### src/design/gbc_pkg.sv
// Shared types, widths and helpers for the gyro bias calibration and rate filter.
// Used by gbc_div and by the top level gyro_bias_calib_ema_filter.
`timescale 1ns / 1ps

package gbc_pkg;

  localparam int RAW_W   = 16;   // raw gyro reading
  localparam int RATE_W  = 20;   // scaled and filtered rate
  localparam int INV_W   = 16;   // inverse sensitivity register
  localparam int ALPHA_W = 9;    // filter weight register
  localparam int CNT_W   = 10;   // calibration sample count
  localparam int SUM_W   = 32;   // calibration running sum
  localparam int DIVR_W  = CNT_W + 1;
  localparam int WIDE_W  = 40;   // working width for products and accumulations
  localparam int EMA_SHIFT = 8;  // filter weight is Q1.8

  localparam logic [ALPHA_W-1:0] ALPHA_ONE = ALPHA_W'(256);

  localparam logic signed [WIDE_W-1:0] RATE_MAX = WIDE_W'(524287);
  localparam logic signed [WIDE_W-1:0] RATE_MIN = -WIDE_W'(524288);

  // Configuration register indexes.
  localparam logic [1:0] REG_INV_SENS  = 2'd0;
  localparam logic [1:0] REG_ALPHA     = 2'd1;
  localparam logic [1:0] REG_CALIB_CNT = 2'd2;

  typedef enum logic [2:0] {
    ST_IDLE,
    ST_SCALE,
    ST_BIAS,
    ST_ACCUM,
    ST_DIV,
    ST_EMA,
    ST_DONE
  } state_e;

  typedef struct packed {
    logic                    start;
    logic signed [SUM_W-1:0] dividend;
    logic [DIVR_W-1:0]       divisor;
  } div_req_t;

  function automatic logic signed [RATE_W-1:0] sat_rate(input logic signed [WIDE_W-1:0] v);
    logic signed [RATE_W-1:0] r;
    if (v > RATE_MAX) begin
      r = RATE_MAX[RATE_W-1:0];
    end else if (v < RATE_MIN) begin
      r = RATE_MIN[RATE_W-1:0];
    end else begin
      r = v[RATE_W-1:0];
    end
    return r;
  endfunction

endpackage

### src/design/gbc_div.sv
// Iterative signed divider for the bias average, one quotient bit per cycle.
// Depends on gbc_pkg for widths and the request struct.
`timescale 1ns / 1ps

module gbc_div (
  input  logic                             clk_i,
  input  logic                             rst_ni,
  input  gbc_pkg::div_req_t                req_i,
  output logic                             done_o,
  output logic signed [gbc_pkg::SUM_W-1:0] quot_o
);

  localparam int STEP_W = $clog2(gbc_pkg::SUM_W);

  logic                         busy_q;
  logic                         done_q;
  logic [STEP_W-1:0]            step_q;
  logic [gbc_pkg::SUM_W-1:0]    mag_q;
  logic [gbc_pkg::DIVR_W-1:0]   rem_q;
  logic [gbc_pkg::DIVR_W-1:0]   divr_q;
  logic                         neg_q;

  logic [gbc_pkg::DIVR_W:0]     rem_sh;
  logic                         q_bit;
  logic [gbc_pkg::DIVR_W-1:0]   rem_d;

  // Restoring division on the magnitude; the sign is applied at the end so the
  // quotient truncates toward zero.
  always_comb begin
    rem_sh = {rem_q, mag_q[gbc_pkg::SUM_W-1]};
    q_bit  = (rem_sh >= {1'b0, divr_q});
    if (q_bit) begin
      rem_d = gbc_pkg::DIVR_W'(rem_sh - {1'b0, divr_q});
    end else begin
      rem_d = rem_sh[gbc_pkg::DIVR_W-1:0];
    end
  end

  always_ff @(posedge clk_i or negedge rst_ni) begin
    if (!rst_ni) begin
      busy_q <= 1'b0;
      done_q <= 1'b0;
      step_q <= '0;
    end else if (req_i.start) begin
      busy_q <= 1'b1;
      done_q <= 1'b0;
      step_q <= '0;
    end else if (busy_q) begin
      step_q <= step_q + STEP_W'(1);
      if (step_q == STEP_W'(gbc_pkg::SUM_W - 1)) begin
        busy_q <= 1'b0;
        done_q <= 1'b1;
      end
    end else begin
      done_q <= 1'b0;
    end
  end

  always_ff @(posedge clk_i) begin
    if (req_i.start) begin
      neg_q  <= req_i.dividend[gbc_pkg::SUM_W-1];
      mag_q  <= req_i.dividend[gbc_pkg::SUM_W-1] ? gbc_pkg::SUM_W'(-req_i.dividend)
                                                   : gbc_pkg::SUM_W'(req_i.dividend);
      rem_q  <= '0;
      divr_q <= req_i.divisor;
    end else if (busy_q) begin
      rem_q <= rem_d;
      mag_q <= {mag_q[gbc_pkg::SUM_W-2:0], q_bit};
    end
  end

  assign done_o = done_q;
  assign quot_o = neg_q ? $signed(gbc_pkg::SUM_W'(-mag_q)) : $signed(mag_q);

endmodule

### src/design/gyro_bias_calib_ema_filter.sv
// Gyro bias calibration and exponential rate filter, top level.
// Depends on gbc_pkg and gbc_div.
//
//   Channel   Direction  Signals                               Carries
//   cfg       in         cfg_valid_i/ready_o/addr_i/data_i     register writes
//   s_axis    in         tvalid/tready/tdata/tuser             one raw three-axis sample
//   m_axis    out        tvalid/tready/tdata/tuser             filtered rates, done flag
//
// A measurement sample is scaled and filtered; a calibration sample is scaled and
// summed, and one closing the average runs the divider for the new x bias. ST_DONE
// then fills the output register, and the next sample is taken in idle. One 22 x 17
// multiplier is shared by the three scalings and the three filter updates, one axis
// per cycle. Reset loads the register defaults and clears the sequencer, calibration
// and filters. A result waits in the output register while the next sample is
// already taken; the sequencer only stalls while that register is full and unread.
`timescale 1ns / 1ps

module gyro_bias_calib_ema_filter #(
  parameter int RATE_FRAC_BITS = 8
) (
  input  logic        clk_i,
  input  logic        rst_ni,
  input  logic        cfg_valid_i,
  output logic        cfg_ready_o,
  input  logic [1:0]  cfg_addr_i,
  input  logic [15:0] cfg_data_i,
  input  logic        s_axis_tvalid,
  output logic        s_axis_tready,
  input  logic [47:0] s_axis_tdata,   // raw_rate_x [15:0], raw_rate_y [31:16], raw_rate_z [47:32]
  input  logic [0:0]  s_axis_tuser,   // mode [0]
  output logic        m_axis_tvalid,
  input  logic        m_axis_tready,
  output logic [63:0] m_axis_tdata,   // rate_x [19:0], rate_y [39:20], rate_z [59:40], zero [63:60]
  output logic [0:0]  m_axis_tuser    // calib_done [0]
);

  localparam int SCALE_SHIFT = gbc_pkg::INV_W - RATE_FRAC_BITS;
  localparam int RW = gbc_pkg::RATE_W;
  localparam int WW = gbc_pkg::WIDE_W;

  // Configuration registers.
  logic [gbc_pkg::INV_W-1:0]   inv_q;
  logic [gbc_pkg::ALPHA_W-1:0] alpha_q;
  logic [gbc_pkg::CNT_W-1:0]   calib_n_q;

  // Sequencer and data state.
  gbc_pkg::state_e               state_q, state_d;
  logic [1:0]                    idx_q;
  logic                          mode_q;
  logic signed [gbc_pkg::RAW_W-1:0] raw_q [3];
  logic signed [RW-1:0]          scaled_q [3];
  logic signed [RW-1:0]          filt_q [3];
  logic signed [RW-1:0]          bias_x_q;
  logic signed [gbc_pkg::SUM_W-1:0] sum_q;
  logic [gbc_pkg::CNT_W-1:0]     cnt_q;
  logic                          done_flag_q;

  logic                          out_valid_q;
  logic [3*RW-1:0]               out_data_q;
  logic                          out_done_q;

  // Shared datapath.
  logic [gbc_pkg::ALPHA_W-1:0]   alpha_eff;
  logic signed [RW:0]            diff;
  logic signed [21:0]            mul_a;
  logic signed [16:0]            mul_b;
  logic signed [38:0]            prod;
  logic signed [WW-1:0]          prod_ext;
  logic signed [WW-1:0]          ema_acc;
  logic signed [RW-1:0]          scale_res;
  logic signed [RW-1:0]          ema_res;
  logic signed [RW-1:0]          bias_res;
  logic signed [gbc_pkg::SUM_W-1:0] sum_new;
  logic [gbc_pkg::CNT_W-1:0]     cnt_new;
  logic                          calib_hit;
  logic                          out_free;
  logic                          in_fire;

  gbc_pkg::div_req_t             div_req;
  logic                          div_done;
  logic signed [gbc_pkg::SUM_W-1:0] div_quot;

  assign cfg_ready_o   = 1'b1;
  assign s_axis_tready = (state_q == gbc_pkg::ST_IDLE);
  assign in_fire       = s_axis_tvalid && s_axis_tready;
  assign out_free      = !out_valid_q || m_axis_tready;

  always_ff @(posedge clk_i or negedge rst_ni) begin
    if (!rst_ni) begin
      inv_q     <= gbc_pkg::INV_W'(3996);
      alpha_q   <= gbc_pkg::ALPHA_W'(51);
      calib_n_q <= gbc_pkg::CNT_W'(200);
    end else if (cfg_valid_i) begin
      case (cfg_addr_i)
        gbc_pkg::REG_INV_SENS:  inv_q     <= cfg_data_i[gbc_pkg::INV_W-1:0];
        gbc_pkg::REG_ALPHA:     alpha_q   <= cfg_data_i[gbc_pkg::ALPHA_W-1:0];
        gbc_pkg::REG_CALIB_CNT: calib_n_q <= cfg_data_i[gbc_pkg::CNT_W-1:0];
        default: ;
      endcase
    end
  end

  // The filter update a*s + (256-a)*p is computed as 256*p + a*(s-p), so one
  // multiply per axis suffices.
  always_comb begin
    alpha_eff = (alpha_q > gbc_pkg::ALPHA_ONE) ? gbc_pkg::ALPHA_ONE : alpha_q;
    diff      = (RW+1)'(scaled_q[idx_q]) - (RW+1)'(filt_q[idx_q]);
    if (state_q == gbc_pkg::ST_EMA) begin
      mul_a = 22'(diff);
      mul_b = $signed({8'd0, alpha_eff});
    end else begin
      mul_a = 22'(raw_q[idx_q]);
      mul_b = $signed({1'b0, inv_q});
    end
    prod      = mul_a * mul_b;
    prod_ext  = WW'(prod);
    scale_res = gbc_pkg::sat_rate(prod_ext >>> SCALE_SHIFT);
    ema_acc   = $signed({{(WW-RW-gbc_pkg::EMA_SHIFT){filt_q[idx_q][RW-1]}}, filt_q[idx_q],
                         {gbc_pkg::EMA_SHIFT{1'b0}}})
                + prod_ext + WW'(128);
    ema_res   = gbc_pkg::sat_rate(ema_acc >>> gbc_pkg::EMA_SHIFT);
    bias_res  = gbc_pkg::sat_rate(WW'(scaled_q[0]) - WW'(bias_x_q));
    sum_new   = sum_q + gbc_pkg::SUM_W'(scaled_q[0]);
    cnt_new   = cnt_q + gbc_pkg::CNT_W'(1);
    // A wrapped count stands for 1024 samples.
    calib_hit = (cnt_new == '0) || (cnt_new >= calib_n_q);
  end

  always_comb begin
    div_req.start    = (state_q == gbc_pkg::ST_ACCUM) && calib_hit;
    div_req.dividend = sum_new;
    div_req.divisor  = (cnt_new == '0) ? gbc_pkg::DIVR_W'(1024) : {1'b0, cnt_new};
  end

  gbc_div u_div (
    .clk_i  (clk_i),
    .rst_ni (rst_ni),
    .req_i  (div_req),
    .done_o (div_done),
    .quot_o (div_quot)
  );

  always_ff @(posedge clk_i or negedge rst_ni) begin
    if (!rst_ni) begin
      state_q <= gbc_pkg::ST_IDLE;
    end else begin
      state_q <= state_d;
    end
  end

  always_comb begin
    state_d = state_q;
    case (state_q)
      gbc_pkg::ST_IDLE: begin
        if (in_fire) state_d = gbc_pkg::ST_SCALE;
      end
      gbc_pkg::ST_SCALE: begin
        if (idx_q == 2'd2) state_d = mode_q ? gbc_pkg::ST_BIAS : gbc_pkg::ST_ACCUM;
      end
      gbc_pkg::ST_BIAS:  state_d = gbc_pkg::ST_EMA;
      gbc_pkg::ST_EMA: begin
        if (idx_q == 2'd2) state_d = gbc_pkg::ST_DONE;
      end
      gbc_pkg::ST_ACCUM: state_d = calib_hit ? gbc_pkg::ST_DIV : gbc_pkg::ST_DONE;
      gbc_pkg::ST_DIV: begin
        if (div_done) state_d = gbc_pkg::ST_DONE;
      end
      gbc_pkg::ST_DONE: begin
        if (out_free) state_d = gbc_pkg::ST_IDLE;
      end
      default: state_d = gbc_pkg::ST_IDLE;
    endcase
  end

  always_ff @(posedge clk_i or negedge rst_ni) begin
    if (!rst_ni) begin
      idx_q       <= '0;
      done_flag_q <= 1'b0;
      sum_q       <= '0;
      cnt_q       <= '0;
      bias_x_q    <= '0;
      for (int i = 0; i < 3; i++) begin
        filt_q[i] <= '0;
      end
      out_valid_q <= 1'b0;
    end else begin
      if ((state_q == gbc_pkg::ST_SCALE) || (state_q == gbc_pkg::ST_EMA)) begin
        idx_q <= (idx_q == 2'd2) ? 2'd0 : idx_q + 2'd1;
      end else begin
        idx_q <= '0;
      end

      case (state_q)
        gbc_pkg::ST_IDLE: begin
          if (in_fire) done_flag_q <= 1'b0;
        end
        gbc_pkg::ST_EMA: filt_q[idx_q] <= ema_res;
        gbc_pkg::ST_ACCUM: begin
          done_flag_q <= calib_hit;
          if (calib_hit) begin
            sum_q <= '0;
            cnt_q <= '0;
          end else begin
            sum_q <= sum_new;
            cnt_q <= cnt_new;
          end
        end
        gbc_pkg::ST_DIV: begin
          if (div_done) bias_x_q <= gbc_pkg::sat_rate(WW'(div_quot));
        end
        default: ;
      endcase

      if ((state_q == gbc_pkg::ST_DONE) && out_free) begin
        out_valid_q <= 1'b1;
      end else if (m_axis_tready) begin
        out_valid_q <= 1'b0;
      end
    end
  end

  always_ff @(posedge clk_i) begin
    if (in_fire) begin
      mode_q   <= s_axis_tuser[0];
      raw_q[0] <= s_axis_tdata[15:0];
      raw_q[1] <= s_axis_tdata[31:16];
      raw_q[2] <= s_axis_tdata[47:32];
    end
    if (state_q == gbc_pkg::ST_SCALE) scaled_q[idx_q] <= scale_res;
    if (state_q == gbc_pkg::ST_BIAS)  scaled_q[0]     <= bias_res;
    if ((state_q == gbc_pkg::ST_DONE) && out_free) begin
      out_data_q <= {filt_q[2], filt_q[1], filt_q[0]};
      out_done_q <= done_flag_q;
    end
  end

  assign m_axis_tvalid = out_valid_q;
  assign m_axis_tdata  = {4'd0, out_data_q};
  assign m_axis_tuser  = out_done_q;

endmodule

### config.mk
export PLATFORM = sky130hd
export DESIGN_NAME = gyro_bias_calib_ema_filter
export DESIGN_NICKNAME = d
export VERILOG_FILES = /design/src/design/gbc_pkg.sv /design/src/design/gbc_div.sv /design/src/design/gyro_bias_calib_ema_filter.sv
export SDC_FILE = /design/constraint.sdc
export NUM_CORES = 2
export LEC_CHECK = 0
export ABC_AREA = 1
export BUFFER_PORTS_ARGS = -buffer_cell sky130_fd_sc_hd__buf_4
export CORE_MARGIN = 2
export CORE_UTILIZATION = 60
export CTS_CLUSTER_DIAMETER = 150
export DETAILED_ROUTE_END_ITERATION = 7
export GPL_ROUTABILITY_DRIVEN = 1
export PLACE_DENSITY = 0.78
export SLEW_MARGIN = 20
export SYNTH_ARGS = -nofsm -noshare
export SYNTH_HDL_FRONTEND = slang
export SYNTH_SLANG_ARGS = --single-unit
### constraint.sdc
create_clock -name clk_i -period 12.16 [get_ports clk_i]
set_input_delay 3.648 -clock clk_i [delete_from_list [all_inputs] [get_ports clk_i]]
set_output_delay 3.648 -clock clk_i [all_outputs]
set_load 0.02 [all_outputs]
Word level (Yosys, flattened, before mapping)
Memory sizes are Yosys's and may differ from the RTL's.
Cells that the tools add are included.
{"block": "word_totals", "reg_bits": 288, "ramBits": 108, "inputBits": 72, "out_inout_bits": 68, "elab_cells": 145, "mem_count": 2}
{"block": "classes", "add_sub_neg": 11, "n_mul": 1, "n_lt_le_gt_ge": 13, "n_eq_ne": 16, "mux": 56, "bitwise_logic": 1, "reduce_logical": 21}
{"name": "scaled_q", "depth": 3, "word_bits": 20, "rd": 2, "rd_ports_with_merged_regs": 0, "wr": 1, "line": "gyro_bias_calib_ema_filter.sv:51", "text": "logic signed [RW-1:0] scaled_q [3];"}
{"name": "raw_q", "depth": 3, "word_bits": 16, "rd": 1, "rd_ports_with_merged_regs": 0, "wr": 3, "line": "gyro_bias_calib_ema_filter.sv:50", "text": "logic signed [gbc_pkg::RAW_W-1:0] raw_q [3];"}
{"cell": "$mux W20", "n": 12}
{"cell": "$mux W32", "n": 5}
{"cell": "$gt A32 B20 Y1 const B", "n": 2}
{"cell": "$lt A32 B20 Y1 const B", "n": 2}
{"cell": "$neg A32 Y32", "n": 2}
{"cell": "$bwmux W60", "n": 1}
{"cell": "$sub A20 B20 Y21", "n": 2}
{"cell": "$add A28 B39 Y40", "n": 1}
{"cell": "$add A40 B9 Y40 const B", "n": 1}
{"cell": "$bmux W20 S2", "n": 1}
{"cell": "$demux W20 S2", "n": 1}
{"cell": "$mul A22 B17 Y39", "n": 1}
{"cell": "$add A32 B20 Y32", "n": 1}
{"cell": "$gt A31 B20 Y1 const B", "n": 1}
{"cell": "$lt A31 B20 Y1 const B", "n": 1}
{"cell": "$mux W11", "n": 2}
{"cell": "$mux W22", "n": 1}
{"cell": "$gt A21 B20 Y1 const B", "n": 1}
{"cell": "$lt A21 B20 Y1 const B", "n": 1}
{"cell": "$pmux W3 S7", "n": 1}
{"cell": "$reduce_or A20 Y1", "n": 1}
{"cell": "$mux W1", "n": 17}
{"cell": "$mux W16", "n": 1}
{"cell": "$mux W3", "n": 5}
{"cell": "other kinds (33)", "n": 55}

Logic depth before layout (Yosys ltp)
{"block": "logic_depth", "word_depth": 13, "ltp_mapped": 61, "mapped_depth_nobuf": 58}

Cells and area by module
A second synthesis with hierarchy kept.
{"block": "unflattened", "hier_cells": 4766, "hier_area_um2": 38086.5}
{"module": "gyro_bias_calib_ema_filter", "instances": 1, "cells_per_inst": 4043, "area_each_um2": 33153.0, "seq_area_each_um2": 9227.6}
{"module": "gbc_div", "instances": 1, "cells_per_inst": 723, "area_each_um2": 4933.5, "seq_area_each_um2": 1716.6}

Worst setup path before layout
OpenSTA, ideal clock, no wires.
{"block": "synth_path", "kind": "register to register", "start": "reg idx_q[1]", "end": "reg filt_q[10] (netlist name)", "setup_time_ps": 117, "arrival_ps": 10265, "t_required_ps": 12043, "slack_ps": 1778, "path_stages_with_launch": 54, "n_path_buf": 5, "period_less_slack_ps": 10382, "cell_sequence": "dfrtp_1 > clkinv_1 > nand2_1 > clkbuf_1 > inv_1 > clkbuf_1 > buf_1 > nand2_1 > nand3_1 > ha_1 > a21oi_1 > o21ai_0 > a211oi_1 > nand3_1 > nand2_1 > inv_1 > o41ai_1 > nand2_1 > (+18 left out) > nand2_1 > nand2_1 > nand2_1 > ha_1 > nand2_1 > o21ai_0 > a21oi_1 > nand3_2 > nand2_1 > o211ai_4 > a21oi_2 > xor2_2 > inv_2 > nand2_4 > buf_8 > nand2_2 > nand2_1 > nand2_1"}
{"block": "synth_between", "elab_chain_len": 13, "elab_cells_between_ends": 21, "classes_between": "add/sub (3); mul (1); order compare (4); mux (9); bitwise (1); reduce/logical (1); memory (2)"}
{"element": "start, declared", "line": "gyro_bias_calib_ema_filter.sv:48", "text": "logic [1:0] idx_q;"}
{"element": "start signal, assigned", "line": "gyro_bias_calib_ema_filter.sv:188", "text": "idx_q <= (idx_q == 2'd2) ? 2'd0 : idx_q + 2'd1;"}
{"element": "$not A2 Y3 (implied by the code)", "line": "gyro_bias_calib_ema_filter.sv:107, gyro_bias_calib_ema_filter.sv:118, gyro_bias_calib_ema_filter.sv:197"}
{"element": "$bmux W20 S2", "line": "gyro_bias_calib_ema_filter.sv:107, gyro_bias_calib_ema_filter.sv:118"}
{"element": "$mux W20 (implied by the code) (2 in a row)", "line": "gyro_bias_calib_ema_filter.sv:107, gyro_bias_calib_ema_filter.sv:118"}
{"element": "$sub A20 B20 Y21", "line": "gyro_bias_calib_ema_filter.sv:107", "text": "diff = (RW+1)'(scaled_q[idx_q]) - (RW+1)'(filt_q[idx_q]);"}
{"element": "$mux W22", "line": "gyro_bias_calib_ema_filter.sv:108", "text": "if (state_q == gbc_pkg::ST_EMA) begin"}
{"element": "$mul A22 B17 Y39", "line": "gyro_bias_calib_ema_filter.sv:115", "text": "prod = mul_a * mul_b;"}
{"element": "$add A28 B39 Y40", "line": "gyro_bias_calib_ema_filter.sv:120", "text": "+ prod_ext + WW'(128);"}
{"element": "$add A40 B9 Y40", "line": "gyro_bias_calib_ema_filter.sv:120"}
{"element": "$lt A32 B20 Y1", "line": "gbc_pkg.sv:47", "text": "end else if (v < RATE_MIN) begin"}
{"element": "$mux W20", "line": "gbc_pkg.sv:47"}
{"element": "$mux W20", "line": "gbc_pkg.sv:45", "text": "if (v > RATE_MAX) begin"}
{"element": "$bwmux W60 (*)", "line": "gyro_bias_calib_ema_filter.sv:197", "text": "gbc_pkg::ST_EMA: filt_q[idx_q] <= ema_res;"}
{"element": "end signal, assigned by index", "line": "gyro_bias_calib_ema_filter.sv:197"}
{"element": "end, declared", "line": "gyro_bias_calib_ema_filter.sv:52", "text": "logic signed [RW-1:0] filt_q [3];"}
Every way passes the cells marked *; elsewhere a longest branch is shown, timed or not. The select of a mux whose other input is x is not followed.
A chain may end at the register's enable or synchronous reset.

Worst setup path after layout
{"block": "layout_path", "start": "reg idx_q[1]", "end": "reg filt_q[20] (netlist name)"}
The elaborated chain is that of the path after synthesis.

==> results_dict.tcl <==
set metrics [dict create \
    cp.required_ns 12.65 \
    antenna_cells 0 \
    cts_max_level 2 \
    grt_pass1_vias 31830 \
    wire_per_inst_um 18.60 \
    start_kind "flop" \
    hold_viol 0 \
    path_class "flop to flop" \
    dp_hpwl_um 86000 \
    layout_commonest_cell "nand2_1" \
    gp_congestion 1.007 \
    status "finished clean" \
    pin_count 140 \
    drt.antenna.violating_nets 0 \
    die_w_um 256.0 \
    skew_ns 0.02699 \
    grt_pass1_wl_um 171100 \
    synthesis.area_um2 38110 \
    rows 92 \
    grt_max_degree 80 \
    fin_crit_ns 11.40 \
    rsz0062_at_grt "no" \
    yosys_warnings 0 \
    regToRegStartpoint "idx_q[1]" \
    cts_buffer_depth 3 \
    critical_path.startpoint "idx_q[1]" \
    drive_above_1_share_pct 8.968 \
    synth_top_flop_cell "edfxtp_1" \
    syn_to_final_growth_pct 9.197 \
    overflow 0 \
    ctsResizeCount 0 \
    synthCells 4789 \
    dr.pass1.iters 8 \
    ys_types 82 \
    fmax_mhz 87.73 \
    worstPathMaxFanout 29 \
    port_buffers 134 \
    cts.sinks 396 \
    synth_seq_cells 396 \
    wl_um 107600 \
    r2r-end "filt_q[20]" \
    pre_cts_ws_ns 1.107 \
    cp-end-kind "flop" \
    ys_seq_area_share_pct 28.72 \
    grt_antenna_before_repair 0 \
    grt_busiest_layer "met2" \
    grt_usage_pct 33.01 \
    arrival_ns 11.89 \
    drv_slew 0 \
    use_met1_pct 45.56 \
    drt_iter0_markers 3335 \
    setup_ws_ns 0.7611 \
    vias 32400 \
    reg2reg_depth 48 \
    tritoncts "yes" \
    finalInstanceArea_um2 41610 \
    cap_viol_max_count 0 \
    crit_top_cell "nand2_1" \
    dp.cells 5703 \
    final_cell_mix "nand2_1, inv_1, nor2_1, fa_1, ha_1" \
    synthArstFlopShare_pct 43.18 \
    crit_end "filt_q[20]" \
    fin_cells 5786 \
    initial_utilization_pct 60.52 \
    worst_path_max_delay_cell "fa_1" \
    cts_buffers 44 \
    fin_crit_sh_pct 93.74 \
    met3_usage_pct 4.615 \
    root_buffer "clkbuf_16" \
    synth_edf_count 214 \
    clock_latency_ns 0.60 \
    clkSlewWorstSetupHoldPaths_ns 0.06 \
    nets 5534 \
    max_stage_delay_ns 0.54 \
    maxSlewHeadroom_pct 25.29 \
    setup-violations-final 0 \
    post-cts-setup-buffers 0 \
    drc 0 \
    place_area_um2 40010 \
    grt_util_met2_pct 53.45 \
    dieHeight_um 256.0 \
    syn_area_per_cell_um2 7.957 \
    cts_hold_buf 0 \
    tightest_slew_ns 1.121 \
    hold_path.class "flop to flop" \
    reg2reg_setup_slack_ns 0.76 \
    dieArea_um2 65540 \
    vias_per_cell 5.599 \
    core_area_um2 62970 \
    fin_tns_setup_ns 0 \
]
[kinds of logic after synthesis]
family / Yosys count / synth area share (%)
AND/OR/NAND/NOR: 2106 / 23.16
multiplexers: 6 / 0.1773
flip-flops: 396 / 28.72
other: 2 / 0.01971
AO/OA/AOI/OAI: 564 / 8.711
adder cells (fa/ha/maj): 558 / 24.90
buffers and inverters: 975 / 9.962
XOR/XNOR: 182 / 4.351
[registers in the layout, indices dropped and copies added (netlist names), 9 cells and up]
signal / count
filt_q: 60
out_data_q: 60
scaled_q: 60
raw_q: 48
sum_q: 32
u_div.mag_q: 32
bias_x_q: 20
inv_q: 16
u_div.divr_q: 11
u_div.rem_q: 11
calib_n_q: 10
cnt_q: 10
alpha_q: 9
[cell usage after synthesis (26+ instances only)]
cell type,instances,share of area [%]
o21ai_0,176,2.3
ha_1,224,7.4
and2_1,26,0.43
nand2_2,47,0.77
nand2_1,1230,12
xor2_1,128,2.9
fa_1,334,18
nand3_1,174,2.3
clkbuf_1,64,0.63
nor2_1,466,4.6
dfrtp_1,156,10
edfxtp_1,214,17
a22oi_1,28,0.55
xnor2_1,47,1.1
nand4_1,48,0.79
nor3_1,40,0.53
inv_2,29,0.29
a21oi_1,176,2.3
inv_1,809,8.0
o21ai_1,40,0.53
[per-stage QoR]
stage / util (%) / hold WS [ns]
6_report: 66.08 / 0.4535
5_1_grt: 66.08 / 0.4669
2_1_floorplan: - / 0.4249
3_3_place_gp: 63.54 / 0.4346
4_1_cts: 66.04 / 0.4567
3_5_place_dp: 63.55 / 0.4411
[critical path: cells and delay by family (launching register included)]
| family | cells | cell delay (ns) |
|---|---|---|
| AO/OA/AOI/OAI | 12 | 2.31 |
| XOR/XNOR | 3 | 0.77 |
| adder cells (fa/ha/maj) | 9 | 4.12 |
| buffers and inverters | 5 | 1.22 |
| flip-flops | 1 | 0.38 |
| AND/OR/NAND/NOR | 19 | 2.46 |
[layer usage]
layer  wire length, µm  up-vias
met1             45350    15500
met3              8771      243
li1                  -    15260
met4              4370        0
met5                 0        -
met2             49100     1391
[worst min-delay path by stage]
stage / cells after the start / slack [ns] / end / from
floorplan: 0 / 0.42 / out_data_q[59] / filt_q[19]
global placement: 0 / 0.43 / m_axis_tuser / done_flag_q
detailed placement: 0 / 0.44 / m_axis_tuser / done_flag_q
CTS: 0 / 0.46 / out_data_q[59] / filt_q[19]
global route: 0 / 0.47 / out_data_q[59] / filt_q[19]
finish: 0 / 0.45 / out_data_q[59] / filt_q[19]
[final cells by class]
type / instances / area, µm²
multi-input combinational: 3421 / 23410
fill: 5372 / 21360
sequential: 396 / 10940
inverter: 860 / 3231
timing repair buffer: 181 / 1395
clock buffer: 53 / 1186
tap: 846 / 1059
clock inverter: 29 / 381.6
Power is left out: the tool's default activity adds up to more than one toggle a clock period on the data nets, which glitch-free logic cannot reach.
